File: config.mk
export PLATFORM = sky130hd
export DESIGN_NAME = vklr_ram
export DESIGN_NICKNAME = d
export VERILOG_FILES = /design/src/hw/rtl/vklr_ram.sv
export SDC_FILE = /design/constraint.sdc
export NUM_CORES = 1
export LEC_CHECK = 0
export BUFFER_PORTS_ARGS = -buffer_cell sky130_fd_sc_hd__buf_4
export CAP_MARGIN = 20
export CORE_UTILIZATION = 35
export CTS_BUF_LIST = sky130_fd_sc_hd__clkbuf_8 sky130_fd_sc_hd__clkbuf_16
export DETAILED_ROUTE_END_ITERATION = 12
export GPL_ROUTABILITY_DRIVEN = 0
export SLEW_MARGIN = 40
export SYNTH_ARGS = -nofsm -noshare
export SYNTH_HDL_FRONTEND = slang
export SYNTH_SLANG_ARGS = --single-unit
File: constraint.sdc
create_clock -name clock -period 2.7 [get_ports clock]
set_clock_uncertainty 0.2 [all_clocks]
set_input_delay 0.54 -clock clock [delete_from_list [all_inputs] [get_ports clock]]
set_output_delay 0.54 -clock clock [all_outputs]
set_load 0.03 [all_outputs]
File: src/hw/rtl/vklr_ram.sv
// Generic single write port, single read port RAM with registered read data.
module vklr_ram #(
   parameter int WIDTH = 8,
   parameter int DEPTH = 16,
   localparam int AW = (DEPTH > 1) ? $clog2(DEPTH) : 1
) (
   input  logic             clock,
   input  logic             we,
   input  logic [AW-1:0]    waddr,
   input  logic [WIDTH-1:0] wdata,
   input  logic [AW-1:0]    raddr,
   output logic [WIDTH-1:0] rdata
);

   logic [WIDTH-1:0] mem [0:DEPTH-1];

   // Write and registered read.
   always_ff @(posedge clock) begin
      if (we) begin
         mem[waddr] <= wdata;
      end
      rdata <= mem[raddr];
   end

endmodule

-- After elaboration in Yosys (flattened, before gate mapping)
Memories as Yosys holds them, arrays and structs flattened. A register that Yosys moved wholly into a read port is not among the register bits.
Cells that the tools add are included.
- output and inout bits: 8
- RAM bits: 128
- logic and storage cells: 3
- flip-flop bits (word level): 0
- memories kept: 1
- input port bits: 18
- mux-type cells: 2
- memory list (name ; depth ; width ; read ports ; clocked after Yosys merged registers in ; wr ports ; line ; RTL):
    mem ; 16 ; 8 ; 1 ; 1 ; 1 ; 15 ; logic [WIDTH-1:0] mem [0:DEPTH-1];
- operators by type and width (kind ; number):
    two-way mux 1 bit ; 2

-- Logic depth before layout (Yosys ltp)
Gate-level depths: netlist of run 1.
- depth after elaboration: 2
- mapped depth: 5
- mapped depth without buffers: 3

-- Least setup slack after synthesis of run 1
Ideal clock, no wire load.
- path kind: input-to-reg
- start point: input port waddr[2]
- end point: memory mem[0][0] (enable)
- arrival: 1650 ps
- path slack: 467 ps
- path buffers: 0
- cell stages on the path: 2
- setup time: 383 ps
- required time: 2117 ps
- cells stage by stage: or3b_2 nor3_1
- RTL lines (item ; line ; RTL):
    start, declared ; 9 ; input logic [AW-1:0] waddr,
    end, declared ; 15 ;
No word-level cell before the write port.

==> results of run 1 <==
through the flow:
| step | setup slack [ns] | power [W] | area, um2 | hold WS, ns |
|---|---|---|---|---|
| 5_1_grt | 0.782 | 0.00480 | 6140 | 0.240 |
| 4_1_cts | 0.829 | 0.00469 | 6140 | 0.227 |
| 3_5_place_dp | 0.391 | 0.00268 | 5620 | 0.463 |
| 2_1_floorplan | 0.467 | 0.00256 | 5150 | 0.429 |
| 3_3_place_gp | 0.404 | 0.00267 | 5620 | 0.461 |
| 6_report | 0.832 | 0.00464 | 6140 | 0.238 |
Yosys cell counts:
master,number,area share (%)
a22oi_1,16,2.3
and2_1,1,0.12
and2b_1,1,0.15
buf_2,3,0.29
buf_4,1,0.15
buf_6,3,0.66
clkdlybuf4s25_2,3,0.58
dfxtp_1,8,3.1
edfxtp_1,128,75
mux4_1,14,7.1
mux4_2,18,7.9
nand2_1,9,0.66
nand2b_1,2,0.24
nand3_1,1,0.097
nand3b_1,2,0.29
nor2_1,13,0.95
nor2b_1,1,0.12
nor3_1,4,0.39
or3b_2,1,0.17
area by class of cell:
| type | instances | area, um2 |
|---|---|---|
| Tap cell | 180 | 225 |
| Clock inverter | 14 | 93.8 |
| Clock buffer | 17 | 425 |
| Fill cell | 1226 | 7960 |
| Multi-Input combinational cell | 83 | 1060 |
| Sequential cell | 136 | 4000 |
| Timing Repair Buffer | 43 | 335 |
worst max-delay path, cell delays in order:
cell	delay, ns
buf_4	0.22
buf_12	0.25
mux4_1	0.58
a22oi_1	0.27
nand2_1	0.09
power groups by stage:
stage | registers [W] | clock network (W) | logic [W]
after CTS | 0.00238 | 0.00205 | 0.000261
after global routing | 0.00238 | 0.00214 | 0.000276
after global placement | 0.00242 | 0 | 0.000255
after floorplan | 0.00244 | 0 | 0.000120
final | 0.00238 | 0.00201 | 0.000254
after detailed placement | 0.00242 | 0 | 0.000261
layer usage:
layer / vias up / wire [um] / track usage [%]
met5: - / 0 / 0
met4: 0 / 65 / 5.42
met3: 7 / 753 / 5.07
met2: 75 / 4870 / 23.1
met1: 1240 / 4290 / 19.8
li1: 1076 / - / -
cells by family after synthesis:
logic type | count (synthesis) | share of synthesized area [%]
AOI/OAI and AO/OA | 16 | 2.33
buffers and inverters | 10 | 1.68
DFF | 136 | 77.8
muxes | 32 | 15.0
and+or+nand+nor | 35 | 3.18
path summary, 6_finish.rpt:
path / startpoint / to / slack (ns) / cells after the start
max: raddr[0] / rdata[5] / 0.83 / 5
min: wdata[0] / mem[12][0] / 0.24 / 1
max reg2reg: mem[10][5] / rdata[5] / 1.16 / 3
min reg2reg: mem[14][0] / rdata[0] / 0.48 / 3
layout by cell type, fill, tap and decap left out:
master and instances:
edfxtp_1 128, buf_4 42, and2b_1 1, bufinv_16 1, and2_1 1, nand3_1 1, mux4_2 18, clkinv_1 5
nand3b_1 2, nand2b_1 2, buf_12 1, nand2_1 9, nor3_1 4, inv_1 2, nor2b_1 1, a22oi_1 16
mux4_1 14, or3b_2 1, nor2_1 13, clkbuf_16 17, clkinv_2 3, clkinvlp_4 3, dfxtp_1 8
sequential cells by signal, summed over array words and instances, names as in the netlist:
name	cells
mem	128
rdata	8
==> summary.txt, run 1 <==
Clock network
  • Num CTS Buffers: 17
  • CTS max path bufs: 2
  • Clock-pin slew on the worst setup and hold paths: ~0.060 ns
  • TritonCTS clock tree: yes
  • H-tree depth: 4
  • CTS Sinks: 136
  • Clk root buf: clkbuf_16
  • Postcts setup bufs: 0
  • Post-cts resize count: 0
  • Hold buffer count at cts: 0
  • Worst-Skew Late Latency: roughly 0.42 ns

Critical path
  • Required @ worst endpoint: roughly 2.8 ns
  • CP Class: in2reg
  • Critical Path AT: between 1.5 and 2 ns
  • Worst Path Max Fanout: 23
  • Endpoint type of the worst setup path: flop
  • Startpoint types: primary input

Pwr
  • Clock power share: a little over two fifths
  • Max VDD drop: between 400 and 500 uV
  • P_int: between 0.003 and 0.004 W
  • Gate power share: around 5.5%
  • Seq pwr share: just over 50%
  • Net Sw Frac: 20.4%
  • Pleak: 2.07 nW
  • P per Cell Area: approximately 760 nW/um2
  • P_sw: about 0.00095 W

Place
  • DPL Wire Length: roughly 6400 um
  • I/O Buffers: 25
  • Dpl cells: roughly 440

Synth
  • Yosys reg bits: about 140
  • Mapped Cells: about 230
  • Synth Cell Area: 5150 um2
  • Mean Syn Cell Area: between 20 and 25 um2
  • Sequential share of the synthesized area: between 70% and 80%
  • Synth warn: 0
  • Cell variety after synth: 19
  • Mapped Nets: between 200 and 250

Timing
  • Slew Viols, Final: 0
  • Minimum clock period: 1.87 ns
  • Worst slew margin: 51.2%
  • Tcrit/Tclk final: 69.2%
  • Setup tns final: 0 ns
  • Slew of the pin with the lowest slew margin: ~0.73 ns
  • Fmax: around 540 MHz
  • Endpoints failing setup: 0
  • Final hold viol count: 0
  • RSZ-0062 raised after global routing: false

Status
  • Status: finished, final reports clean

Route
  • Total Wirelength: roughly 10000 um
  • Detail Route Antenna Nets: 0
  • DRC viols: 0
  • Vias per inst: 5.07
  • Drt wl/cell: roughly 21 um
  • Iteration-0 DRC Markers: 166
  • Pre-antenna DRT Iters: 4
  • Via count: ~2400

Global routing
  • Number of global-route vias before repair: 2510
  • Total gr overflow: 0
  • Global Route Usage Sum: about 15%
  • Initial antenna violation count: 0
  • First-pass GRT wire length: between 15000 and 20000 um
  • Largest net degree at the start of global routing: 33

Cells and area
  • Area grow syn2layout: 19.3%
  • Core Util, Final: a little over two fifths
  • # diodes: 0
  • Ratio of cells with drive above 1 in the final layout: between 20% and 30%
  • Final layout net count: 299
  • Finished Layout Cells: between 400 and 500

Job
  • Max-cap check violation count: 0

Die
  • Cell Rows: 43
  • Ports: 26
  • Core ar.: 14100 um2
  • Die W: roughly 120 um
  • Initial core utilization: 36.5%
  • Chip Height: approximately 120 um
  • DIE AREA: 15200 um2

Worst hold path
  • Type of the tightest min-delay check: in2reg
Note: power is estimated with default switching activity, not from simulation.
==> run 2, diff against run 1 <==
Clock period 2.7 ns to 1.9 ns, I/O delays scaled along.
==> summary.txt, run 2 (synthesis results as in run 1) <==
Status
  • Status: finished, final reports clean

Cells and area
  • Area grow syn2layout: 22.5%
  • Most frequent cells in the layout: 128 x edfxtp_1, 45 x buf_4, 18 x mux4_2
  • Finished Layout Cells: 480
  • Ratio of cells with drive above 1 in the final layout: approximately 32%
  • Regs by FF count: mem (128), rdata (8)
  • Largest reg by FF count: mem
  • Core Util, Final: ~45%
  • Filler cells: roughly 1200
  • Max FFs per register: 128
  • Commonest non-fill, non-tap cell in the layout: edfxtp_1
  • Final instance area: ~6300 um2
  • Final layout net count: between 300 and 400

Timing
  • Worst slew margin: 52.3%
  • Fmax: roughly 640 MHz
  • Final hold viol count: 0
  • Slew Viols, Final: 0
  • RSZ-0062 raised after global routing: false
  • Minimum clock period: around 1.6 ns
  • Slew of the pin with the lowest slew margin: 0.714 ns
  • Final hold slack: approximately 0.07 ns
  • Endpoints failing setup: 0
  • Worst setup margin: 0.326 ns
  • Tcrit/Tclk final: ~83%

Global routing
  • Number of global-route vias before repair: 2552
  • Largest net degree at the start of global routing: 25
  • Global Route Usage Sum: 15.1%
  • First-pass GRT wire length: 15400 um
  • Initial antenna violation count: 1
  • Total gr overflow: 0

Critical path
  • Slowest Stage Delay on Critical Path: around 0.5 ns
  • CP Class: reg2reg
  • Required @ worst endpoint: about 2.0 ns
  • Worst r2r path cells: 3
  • Endpoint type of the worst setup path: flop
  • Buffers plus inverters on the worst setup path: 0
  • Slowest CP cell: mux4_1
  • Startpoint types: flop
  • Critical path depth in cells: 3
  • CP delay by family, top: multiplexers
  • Worst Path Max Fanout: 1
  • Worst-path cell chain: mux4_1 -> a22oi_1 -> nand2_1
  • Critical Path AT: 1.66 ns

Clock network
  • Worst-Skew Late Latency: between 0.4 and 0.5 ns
  • Post-cts resize count: 0
  • Hold buffer count at cts: 0
  • TritonCTS clock tree: yes
  • Postcts setup bufs: 0
  • Clk root buf: clkbuf_16
  • CTS Sinks: between 100 and 150
  • H-tree depth: 4
  • CTS max path bufs: 2
  • Clock-pin slew on the worst setup and hold paths: ~0.060 ns
  • Num CTS Buffers: 17

Die
  • Core ar.: ~14000 um2
  • Cell Rows: 43
  • Chip Height: around 120 um
  • DIE AREA: about 15000 um2
  • Ports: 26
  • Die W: about 120 um
  • Initial core utilization: between 30% and 40%

Place
  • Area after DPL: about 5700 um2
  • Dpl cells: between 400 and 500
  • Place WS: -0.119 ns
  • I/O Buffers: 25
  • DPL Wire Length: ~6500 um

Route
  • Total Wirelength: a little over 10000 um
  • Via count: roughly 2400
  • DRC viols: 0
  • Drt wl/cell: approximately 21 um
  • Iteration-0 DRC Markers: ~180
  • Pre-antenna DRT Iters: 4
  • Vias per inst: between 5 and 6
  • Detail Route Antenna Nets: 0

Job
  • Max-cap check violation count: 0

Pwr
  • P per Cell Area: 1130 nW/um2
  • Pleak: 2.13 nW
  • Max VDD drop: 540 uV

Worst hold path
  • Hold-critical path depth: 1
  • Type of the tightest min-delay check: in2reg
run 2: cell types whose count changed in the layout (fill, tap and decap cells not counted):
cell / delta
bufinv_16: +3
clkinv_2: -1
nor3_2: +1
clkinv_4: +1
buf_4: +3
buf_12: +2
nor2_2: +1
inv_1: -2
nor2_1: -1
clkinv_1: -1
diode_2: +1
nor3_1: -1
clkinvlp_4: +1
run 2: final timing paths:
| path | startpoint | slack, ns | endpoint |
|---|---|---|---|
| max | mem[10][5] | 0.33 | rdata[5] |
| max reg2reg | mem[10][5] | 0.33 | rdata[5] |
| min reg2reg | mem[4][2] | 0.47 | rdata[2] |
| min | wdata[7] | 0.07 | mem[5][7] |
run 2: where the power goes:
part	leakage (nW)	switching [W]	internal, W
Combinational	0.626	0.000212	0.000165
Clock	0.285	0.00119	0.00217
Sequential	1.22	0.0000207	0.00335
run 2: worst register-to-register path: stages, from the launching register on:
cell and delay, ns:
edfxtp_1 0.37, mux4_1 0.50, a22oi_1 0.28, nand2_1 0.10
run 2: cell type report:
| class | count | area (um2) | share of cell area, % |
|---|---|---|---|
| Antenna cell | 1 | 2.50 | 0.0397 |
| Multi-Input combinational cell | 83 | 1060 | 16.9 |
| Clock inverter | 15 | 184 | 2.92 |
| Tap cell | 180 | 225 | 3.57 |
| Sequential cell | 136 | 4000 | 63.5 |
| Timing Repair Buffer | 48 | 398 | 6.31 |
| Clock buffer | 17 | 425 | 6.75 |
run 2: through the flow:
step	setup TNS [ns]	total power, W
after global routing	0	0.00731
after floorplan	0	0.00364
after global placement	-0.240	0.00381
final	0	0.00712
after detailed placement	-0.370	0.00382
after CTS	0	0.00717
run 2: per-layer routing:
layer	wire length [um]	vias up	global-route usage (%)
met2	4730	66	22.2
met5	0	-	0
met4	129	0	5.27
li1	-	1086	-
met3	662	16	5.30
met1	4620	1267	20.8
