===== src/hw/rtl/vklr_div.sv =====
// Restoring divider producing one quotient bit per cycle.
module vklr_div #(
   parameter int NW = 48,
   parameter int DW = 24
) (
   input  logic          clock,
   input  logic          reset,
   input  logic          start,
   input  logic [NW-1:0] num,
   input  logic [DW-1:0] den,
   output logic [NW-1:0] quo,
   output logic          done
);

   localparam int SW = $clog2(NW + 1);

   logic          busy_ff, busy_in;
   logic          done_ff, done_in;
   logic [SW-1:0] step_ff, step_in;
   logic [DW-1:0] rem_ff, rem_in;
   logic [NW-1:0] quo_ff, quo_in;
   logic [DW-1:0] den_ff, den_in;
   logic [DW:0]   trial;

   // One shift and trial subtraction per cycle.
   always_comb begin
      busy_in = busy_ff;
      done_in = 1'b0;
      step_in = step_ff;
      rem_in  = rem_ff;
      quo_in  = quo_ff;
      den_in  = den_ff;
      trial   = {rem_ff, quo_ff[NW-1]};
      if (start) begin
         busy_in = 1'b1;
         step_in = SW'(NW);
         rem_in  = '0;
         quo_in  = num;
         den_in  = den;
      end else if (busy_ff) begin
         if (trial >= {1'b0, den_ff}) begin
            rem_in = DW'(trial - {1'b0, den_ff});
            quo_in = {quo_ff[NW-2:0], 1'b1};
         end else begin
            rem_in = trial[DW-1:0];
            quo_in = {quo_ff[NW-2:0], 1'b0};
         end
         step_in = step_ff - SW'(1);
         if (step_ff == SW'(1)) begin
            busy_in = 1'b0;
            done_in = 1'b1;
         end
      end
   end

   always_ff @(posedge clock) begin
      if (reset) begin
         busy_ff <= 1'b0;
         done_ff <= 1'b0;
      end else begin
         busy_ff <= busy_in;
         done_ff <= done_in;
      end
      step_ff <= step_in;
      rem_ff  <= rem_in;
      quo_ff  <= quo_in;
      den_ff  <= den_in;
   end

   assign quo  = quo_ff;
   assign done = done_ff;

endmodule


===== config.mk =====
export PLATFORM = sky130hd
export DESIGN_NAME = vklr_div
export DESIGN_NICKNAME = d
export VERILOG_FILES = /design/src/hw/rtl/vklr_div.sv
export SDC_FILE = /design/constraint.sdc
export NUM_CORES = 1
export LEC_CHECK = 0
export ABC_CLOCK_PERIOD_IN_PS = 2900
export BUFFER_PORTS_ARGS = -buffer_cell sky130_fd_sc_hd__buf_2
export CORE_MARGIN = 4
export CORE_UTILIZATION = 45
export DETAILED_ROUTE_END_ITERATION = 8
export HOLD_SLACK_MARGIN = 0.05
export PLACE_DENSITY = 0.67
export SLEW_MARGIN = 20
export SYNTH_ARGS = -nofsm -noshare
export SYNTH_HDL_FRONTEND = slang
export SYNTH_SLANG_ARGS = --single-unit

===== constraint.sdc =====
create_clock -name clock -period 2.9 [get_ports clock]
set_input_delay 0.58 -clock clock [delete_from_list [all_inputs] [get_ports clock]]
set_output_delay 0.58 -clock clock [all_outputs]
set_load 0.005 [all_outputs]

---- Word level (Yosys, flattened, before mapping) ----
Cells that the tools add are included.
Widths: inputs -> output; s select.
storage, ports and cells
  register bits ........................... 104
  input port bits ......................... 75
  output and inout port bits .............. 49
  word-level logic and storage cells ...... 21
cells by class
  add/subtract/negate cells ............... 2
  magnitude comparators ................... 1
  eq/ne operators ......................... 1
  multiplexer cells ....................... 8
  bitwise operators ....................... 1
  reduce and logical (&&, ||, !) cells .... 2
operator list
  operator             number
  $mux 48              2
  $ge 25x24->1         1
  $mux 24              1
  $sub 24x24->24       1
  $eq 6x1->1 const B   1
  $sub 6x1->6 const B  1
  $mux 1               5
  $reduce_or 3->1      1
  $reduce_bool 2->1    1
  $not 1->1            1

---- Longest topological paths before layout ----
Gate-level depths: netlist of the first run.
  depth in word-level cells ............... 4
  gate-level depth with buffers ........... 12

---- Worst setup path after synthesis of the first run ----
OpenSTA, ideal clock, no wires.
  path kind ............................... register to register
  start point ............................. register quo_ff[47], in the netlist quo[47]
  end point ............................... register rem_ff[20]
  library setup time ...................... 0.117 ns
  arrival time ............................ 2.363 ns
  data required time ...................... 2.783 ns
  path slack .............................. 0.421 ns
  stages on the path, launching flop included .. 12
  period minus slack after synthesis ...... 2.479 ns
  cells stage by stage .................... edfxtp_1 inv_1 ha_1 fa_1 nor2b_1 o31a_1 o211ai_1 and2_1 o21ai_0 and4_1 o41ai_1 a22o_1
on the way
  cells in the longest elaborated chain, start to end .. 2
  elaborated cells between the ends (all ways) .. 3
  those cells by class .................... add/sub: 1; order compare: 1; mux: 1
RTL lines
  what                                                   RTL line  RTL
  start: declaration                                     21        logic [NW-1:0] quo_ff, quo_in;
  start signal: assignment                               66        quo_ff <= quo_in;
  $sub 24x24->24 / $ge 25x24->1 (equally long branches)  42, 41
  $mux 24 *                                              41        if (trial >= {1'b0, den_ff}) begin
  end signal: assignment                                 65        rem_ff <= rem_in;
  end: declaration                                       20        logic [DW-1:0] rem_ff, rem_in;
Every way passes the cells marked *; elsewhere a longest branch is shown, timed or not.
A chain may end at the register's enable or synchronous reset.

---- Worst setup path after layout of the first run ----
  start point ............................. register den_ff[12]
  end point ............................... register rem_ff[21]
on the way
  cells in the longest elaborated chain, start to end .. 2
  elaborated cells between the ends (all ways) .. 3
  those cells by class .................... add/sub: 1; order compare: 1; mux: 1
RTL lines
  what                                                   RTL line  RTL
  start: declaration                                     22        logic [DW-1:0] den_ff, den_in;
  start signal: assignment                               67        den_ff <= den_in;
  $sub 24x24->24 / $ge 25x24->1 (equally long branches)  42, 41
  $mux 24 *                                              41
Marks and branches as above.

==> impl_metrics.py, run 1 <==
metrics = {
    "clocking": {
        "cts_buffer_depth": 2,
        "numCtsBuffers": 9,
        "cts_root_buffer": "clkbuf_16",
        "cts.htree.levels": 3,
        "clock_sinks": 104,
        "clkSlewWorstSetupHoldPaths_ns": 0.07,
        "cts_hold_repair.buffers": 0,
        "clk_latency_ns": 0.35,
        "cts_tree": "built",
    },
    "run_status": {
        "status": "finished, final reports clean",
    },
    "place": {
        "placement.io_buffers": 123,
        "place_congestion": 0.9409,
        "dp_hpwl_um": 9172,
        "dp_slack_ns": 0.2177,
        "placed_area_sq_mm": 0.006281,
    },
    "critical_path": {
        "cp.arrival_ns": 2.92,
        "cp-end-kind": "register",
        "crit_fanout": 6,
        "crit_path_start_kind": "register",
        "critPathKind": "reg2reg",
        "required_ns": 3.16,
        "crit_start": "den_ff[12]",
        "reg2reg_from": "den_ff[12]",
    },
    "floorplanning": {
        "core_sq_mm": 0.01166,
        "dieWidth_um": 118.2,
        "num_io_pins": 124,
        "die_area_sq_mm": 0.01398,
        "dieHeight_um": 118.2,
        "start_util": 0.4688,
        "rows": 39,
    },
    "finish": {
        "drive_above_1_share": 0.3307,
        "antenna_cells": 0,
        "num-nets-final": 723,
        "fin_area_sq_mm": 0.006570,
        "areaGrowthSynthToFinish_pct": 20.16,
    },
    "routing": {
        "drtIter0Drc": 196,
        "wl_um": 12520,
        "drc": 0,
        "post_drt_wl_per_cell_um": 16.27,
        "viasPerCell": 5.395,
        "firstDrtPassIters": 4,
        "drtAntennaViolNets": 0,
        "num_vias": 4149,
    },
    "synthesis": {
        "postSynthCellCount": 493,
        "synth_top_area_share": 0.3954,
        "synth_fp_nets": 595,
        "synth_seq_area_share": 0.5126,
        "synth_area_leaders": "edfxtp_1 40%, dfxtp_1 12%, mux2_2 9.7%",
        "ys_warn_count": 0,
        "synthesis.area_sq_mm": 0.005468,
        "ys.flop_type": "edfxtp_1",
        "synth-seq-cells": 104,
        "async_flop_share": 0,
        "synth.distinct_cells": 56,
        "synth_top_cell_by_area": "edfxtp_1",
        "avgSynthCellArea_sq_um": 11.09,
        "synth-edff-count": 72,
    },
    "timing": {
        "fin_setup_tns_ns": 0,
        "rsz0062_at_grt": "false",
        "worstMarginPinSlew_ns": 0.6049,
        "hold_violations": 0,
        "maxSlewViolCount": 0,
        "min_period_over_period": 0.9165,
        "min_period_ns": 2.658,
        "setup_slack_ns": 0.2422,
        "fmaxAchievable_mhz": 376.3,
        "setup_viol": 0,
        "skew_ns": 0.01182,
        "slew_headroom": 0.5968,
    },
    "global_route": {
        "grt_max_degree": 49,
        "gr-usage-all-layers": 0.1793,
        "grt_overflow": 0,
        "grt_pass1_wl_um": 20430,
        "antenna_found_initial": 0,
        "grt_pass1_vias": 4221,
    },
    "worst_hold_path": {
        "worstHoldStart": "reset",
        "hp-class": "in2reg",
    },
    "power": {
        "vdd_drop_max_v": 0.0005099,
        "pwr_density_cell_mw_per_mm2": 560.3,
        "p_leak_nw": 2.850,
        "finalPower_mw": 3.681,
    },
    "run": {
        "max_cap_violations": 0,
    },
}
-- cell type report --
| class | count | area, sq um |
|---|---|---|
| Fill cell | 1049 | 5092 |
| Sequential cell | 104 | 2803 |
| Multi-Input combinational cell | 332 | 2436 |
| Timing Repair Buffer | 140 | 745.7 |
| Clock buffer | 11 | 242.7 |
| Tap cell | 143 | 178.9 |
| Inverter | 34 | 127.6 |
| Clock inverter | 5 | 36.28 |
-- where the power goes --
group          internal (mW)  switching (mW)
registers               1.74          0.0740
clock network          0.613           0.549
logic                  0.338           0.367
-- synthesized netlist by cell type (all sizes together) (5+ instances only) --
library cell and instances:
a211oi 15, nand2b 6, o21ai 18, buf 5, dfxtp 32, inv 34, nand2 24, nor3 10
mux2 47, ha 26, a32oi 5, mux2i 6, edfxtp 72, clkbuf 18, nor2 49, xnor2 15
a21oi 25, a31oi 5, nand3 8, a21o 9, nand4 7, nor2b 6
-- layout by cell type (no fill, tap or decap), types with 17 or more instances in the layout --
cell / count
dfxtp_1: 32
edfxtp_1: 72
inv_1: 33
ha_1: 26
o21ai_0: 17
buf_2: 122
mux2_2: 47
nor2_1: 49
a21oi_1: 25
nand2_1: 24
buf_4: 18
-- metrics by stage --
step / std cells / hold WS (ns) / util
after global routing: 769 / 0.3820 / 0.5634
after detailed placement: 752 / 0.4929 / 0.5386
after CTS: 768 / 0.3754 / 0.5625
after global placement: 752 / 0.4822 / 0.5386
after floorplan: 493 / 0.4536 / -
final: 769 / 0.3878 / 0.5634
-- worst max-delay path: stages (launching register included) --
cell	delay (ns)
edfxtp_1	0.36
inv_1	0.07
ha_1	0.29
a21o_1	0.26
or4_1	0.53
o21ai_0	0.25
o21bai_1	0.18
a221oi_1	0.36
xnor2_1	0.10
o31ai_1	0.18
-- metal layers --
metal  track usage  share of wire  up-vias
met5             0              0        -
met4       0.06667          0.018        0
met3       0.07402          0.091       14
met2        0.2837           0.44      128
met1        0.2203           0.45     1929
li1              -              -     2078
-- worst paths after layout --
check	cells after the start	endpoint	slack (ns)
max	9	rem_ff[21]	0.24
min	2	busy_ff	0.39
max reg2reg	9	rem_ff[21]	0.24
min reg2reg	2	rem_ff[11]	0.51
-- state kept, by name (all words and copies together), names as in the netlist --
name,flops
quo,48
den_ff,24
rem_ff,24
step_ff,6
busy_ff,1
done,1
-- what timing repair did --
| action | CTS | global route |
|---|---|---|
| gates resized for setup | 0 | 1 |
| setup buffers | 0 | 1 |
| endpoints found under the hold margin | 0 | 0 |
| setup endpoints to repair | 0 | 2 |
-- logic make-up (layout without fill, tap and decap cells) --
logic type / Yosys count / count (layout) / synth area share
multiplexers: 53 / 53 / 0.1078
adder cells (fa/ha/maj): 27 / 27 / 0.06316
XOR/XNOR: 19 / 19 / 0.03043
AO/OA/AOI/OAI: 109 / 109 / 0.1380
AND/OR/NAND/NOR: 124 / 124 / 0.1057
flip-flops: 104 / 104 / 0.5126
buffers and inverters: 57 / 190 / 0.04233
Note: power is estimated with default switching activity, not from simulation.
==> inputs of run 2 (changes only) <==
CORE_UTILIZATION = 40   (was 45)
GPL_TIMING_DRIVEN = 0   (was unset)
PLACE_DENSITY = 0.61   (was 0.67)
SKIP_LAST_GASP = 1   (was unset)
==> run 2 against run 1 <==
Hold slack better by 0.0091 ns. Fmax fell by 3.7%. Count of clock-buffer cells in the layout decreased by 1.
==> impl_metrics.py, run 2 (same netlist as run 1, synthesis figures left out) <==
metrics = {
    "critical_path": {
        "reg2reg_from": "den_ff[12]",
        "cp.arrival_ns": 2.96,
        "r2r_cells": 9,
        "cp-end-kind": "register",
        "crit_path_start_kind": "register",
        "critPathKind": "reg2reg",
        "required_ns": 3.10,
        "r2r-end": "rem_ff[11]",
        "crit_fanout": 8,
        "timing.reg2reg.setup_slack_ns": 0.14,
    },
    "worst_hold_path": {
        "worst_hold_path.endpoint": "busy_ff",
        "hp-class": "in2reg",
        "worstHoldPathCells": 2,
        "worstHoldStart": "reset",
    },
    "finish": {
        "largest_reg_flops": 48,
        "seqCellArea_sq_mm": 0.002803,
        "drive_above_1_share": 0.3281,
        "layout_common_cells": "124 x buf_2, 72 x edfxtp_1, 49 x nor2_1",
        "fillers": 1202,
        "num-nets-final": 737,
        "areaGrowthSynthToFinish_pct": 22.88,
        "multiInputGateArea_sq_mm": 0.002462,
        "fin_util": 0.5054,
        "antenna_cells": 0,
        "final_common_cell": "buf_2",
        "final_cells": 816,
    },
    "floorplanning": {
        "rows": 42,
        "die_area_sq_mm": 0.01560,
        "dieWidth_um": 124.9,
        "start_util": 0.4113,
        "num_io_pins": 124,
        "dieHeight_um": 124.9,
        "core_sq_mm": 0.01330,
    },
    "place": {
        "placement.io_buffers": 123,
        "dp_hpwl_um": 10030,
        "place_congestion": 0.9231,
        "dp_cells": 793,
        "dp_slack_ns": -0.1633,
    },
    "timing": {
        "setup_slack_ns": 0.1391,
        "rsz0062_at_grt": "false",
        "setup_viol": 0,
        "fin_setup_tns_ns": 0,
        "min_period_ns": 2.761,
        "worstMarginPinSlew_ns": 0.7677,
        "maxSlewViolCount": 0,
        "slew_headroom": 0.4863,
        "hold_violations": 0,
        "skew_ns": 0.008137,
        "fmaxAchievable_mhz": 362.2,
        "min_period_over_period": 0.9520,
    },
    "clocking": {
        "clkSlewWorstSetupHoldPaths_ns": 0.07,
        "cts.htree.levels": 3,
        "cts_tree": "built",
        "cts_root_buffer": "clkbuf_16",
        "clk_latency_ns": 0.35,
        "cts_hold_repair.buffers": 0,
        "numCtsBuffers": 9,
        "clock_sinks": 104,
        "cts_buffer_depth": 2,
    },
    "routing": {
        "wl_um": 14070,
        "post_drt_wl_per_cell_um": 17.24,
        "num_vias": 4338,
        "drtIter0Drc": 241,
        "drtAntennaViolNets": 0,
        "viasPerCell": 5.316,
        "firstDrtPassIters": 5,
        "drc": 0,
    },
    "global_route": {
        "antenna_found_initial": 0,
        "grt_pass1_vias": 4408,
        "grt_max_degree": 28,
        "gr-usage-all-layers": 0.1796,
        "grt_overflow": 0,
        "grt_pass1_wl_um": 22770,
    },
    "power": {
        "p_leak_nw": 2.871,
        "finalPower_mw": 3.695,
        "pwr_density_cell_mw_per_mm2": 549.9,
        "vdd_drop_max_v": 0.0003182,
    },
    "run": {
        "max_cap_violations": 0,
    },
    "run_status": {
        "status": "finished, final reports clean",
    },
}
run 2: power breakdown:
| group | switching [mW] | leakage (nW) | internal (mW) |
|---|---|---|---|
| sequential | 0.0728 | 0.980 | 1.74 |
| clock | 0.564 | 0.131 | 0.587 |
| combinational | 0.389 | 1.76 | 0.342 |
run 2: worst max path at each step:
stage | from | to | slack (ns) | depth (start not counted)
after global routing | den_ff[3] | rem_ff[4] | 0.001 | 11
final | den_ff[12] | rem_ff[11] | 0.14 | 9
after floorplan | quo[47] | rem_ff[20] | 0.42 | 11
after detailed placement | den_ff[19] | rem_ff[13] | -0.16 | 11
after global placement | start | quo[42] | -0.72 | 4
after CTS | den_ff[19] | rem_ff[13] | -0.02 | 11
run 2: worst max-delay path, cell delays in order, from the launching register on:
cell and delay [ns]:
edfxtp_1 0.37, inv_1 0.08, ha_2 0.31, a21o_1 0.20, or4_4 0.52, o21a_1 0.23
a31oi_4 0.40, clkbuf_16 0.24, mux2i_1 0.19, a211oi_1 0.08
run 2: metrics by stage:
| stage | cell area [sq um] | hold WS [ns] |
|---|---|---|
| 2_1_floorplan | 5468 | 0.4536 |
| 3_3_place_gp | 6304 | 0.4835 |
| 3_5_place_dp | 6324 | 0.4902 |
| 4_1_cts | 6610 | 0.3856 |
| 5_1_grt | 6719 | 0.3846 |
| 6_report | 6719 | 0.3968 |
run 2: what timing repair did:
| action | in CTS | in global routing |
|---|---|---|
| gates resized for setup | 1 | 18 |
| gates cloned | 0 | 2 |
| buffers inserted | 2 | 5 |
| setup endpoints to repair | 25 | 25 |
| pin swaps | 0 | 4 |
run 2: layer usage:
| layer | vias up | wire (um) | share of wire | GRT usage |
|---|---|---|---|---|
| met5 | - | 0 | 0 | 0 |
| met4 | 0 | 209 | 0.015 | 0.04528 |
| met3 | 16 | 1344 | 0.096 | 0.06775 |
| met2 | 167 | 6383 | 0.45 | 0.2815 |
| met1 | 2051 | 6130 | 0.44 | 0.2365 |
| li1 | 2104 | - | - | - |
run 2: final cells by class:
type                       instances  share of cell area
sequential                       104              0.4171
buffer                            21             0.01695
clock inverter                     6            0.006331
timing repair buffer             133              0.1073
tap                              176             0.03277
clock buffer                      10             0.03408
multi-input combinational        332              0.3665
inverter                          34             0.01899
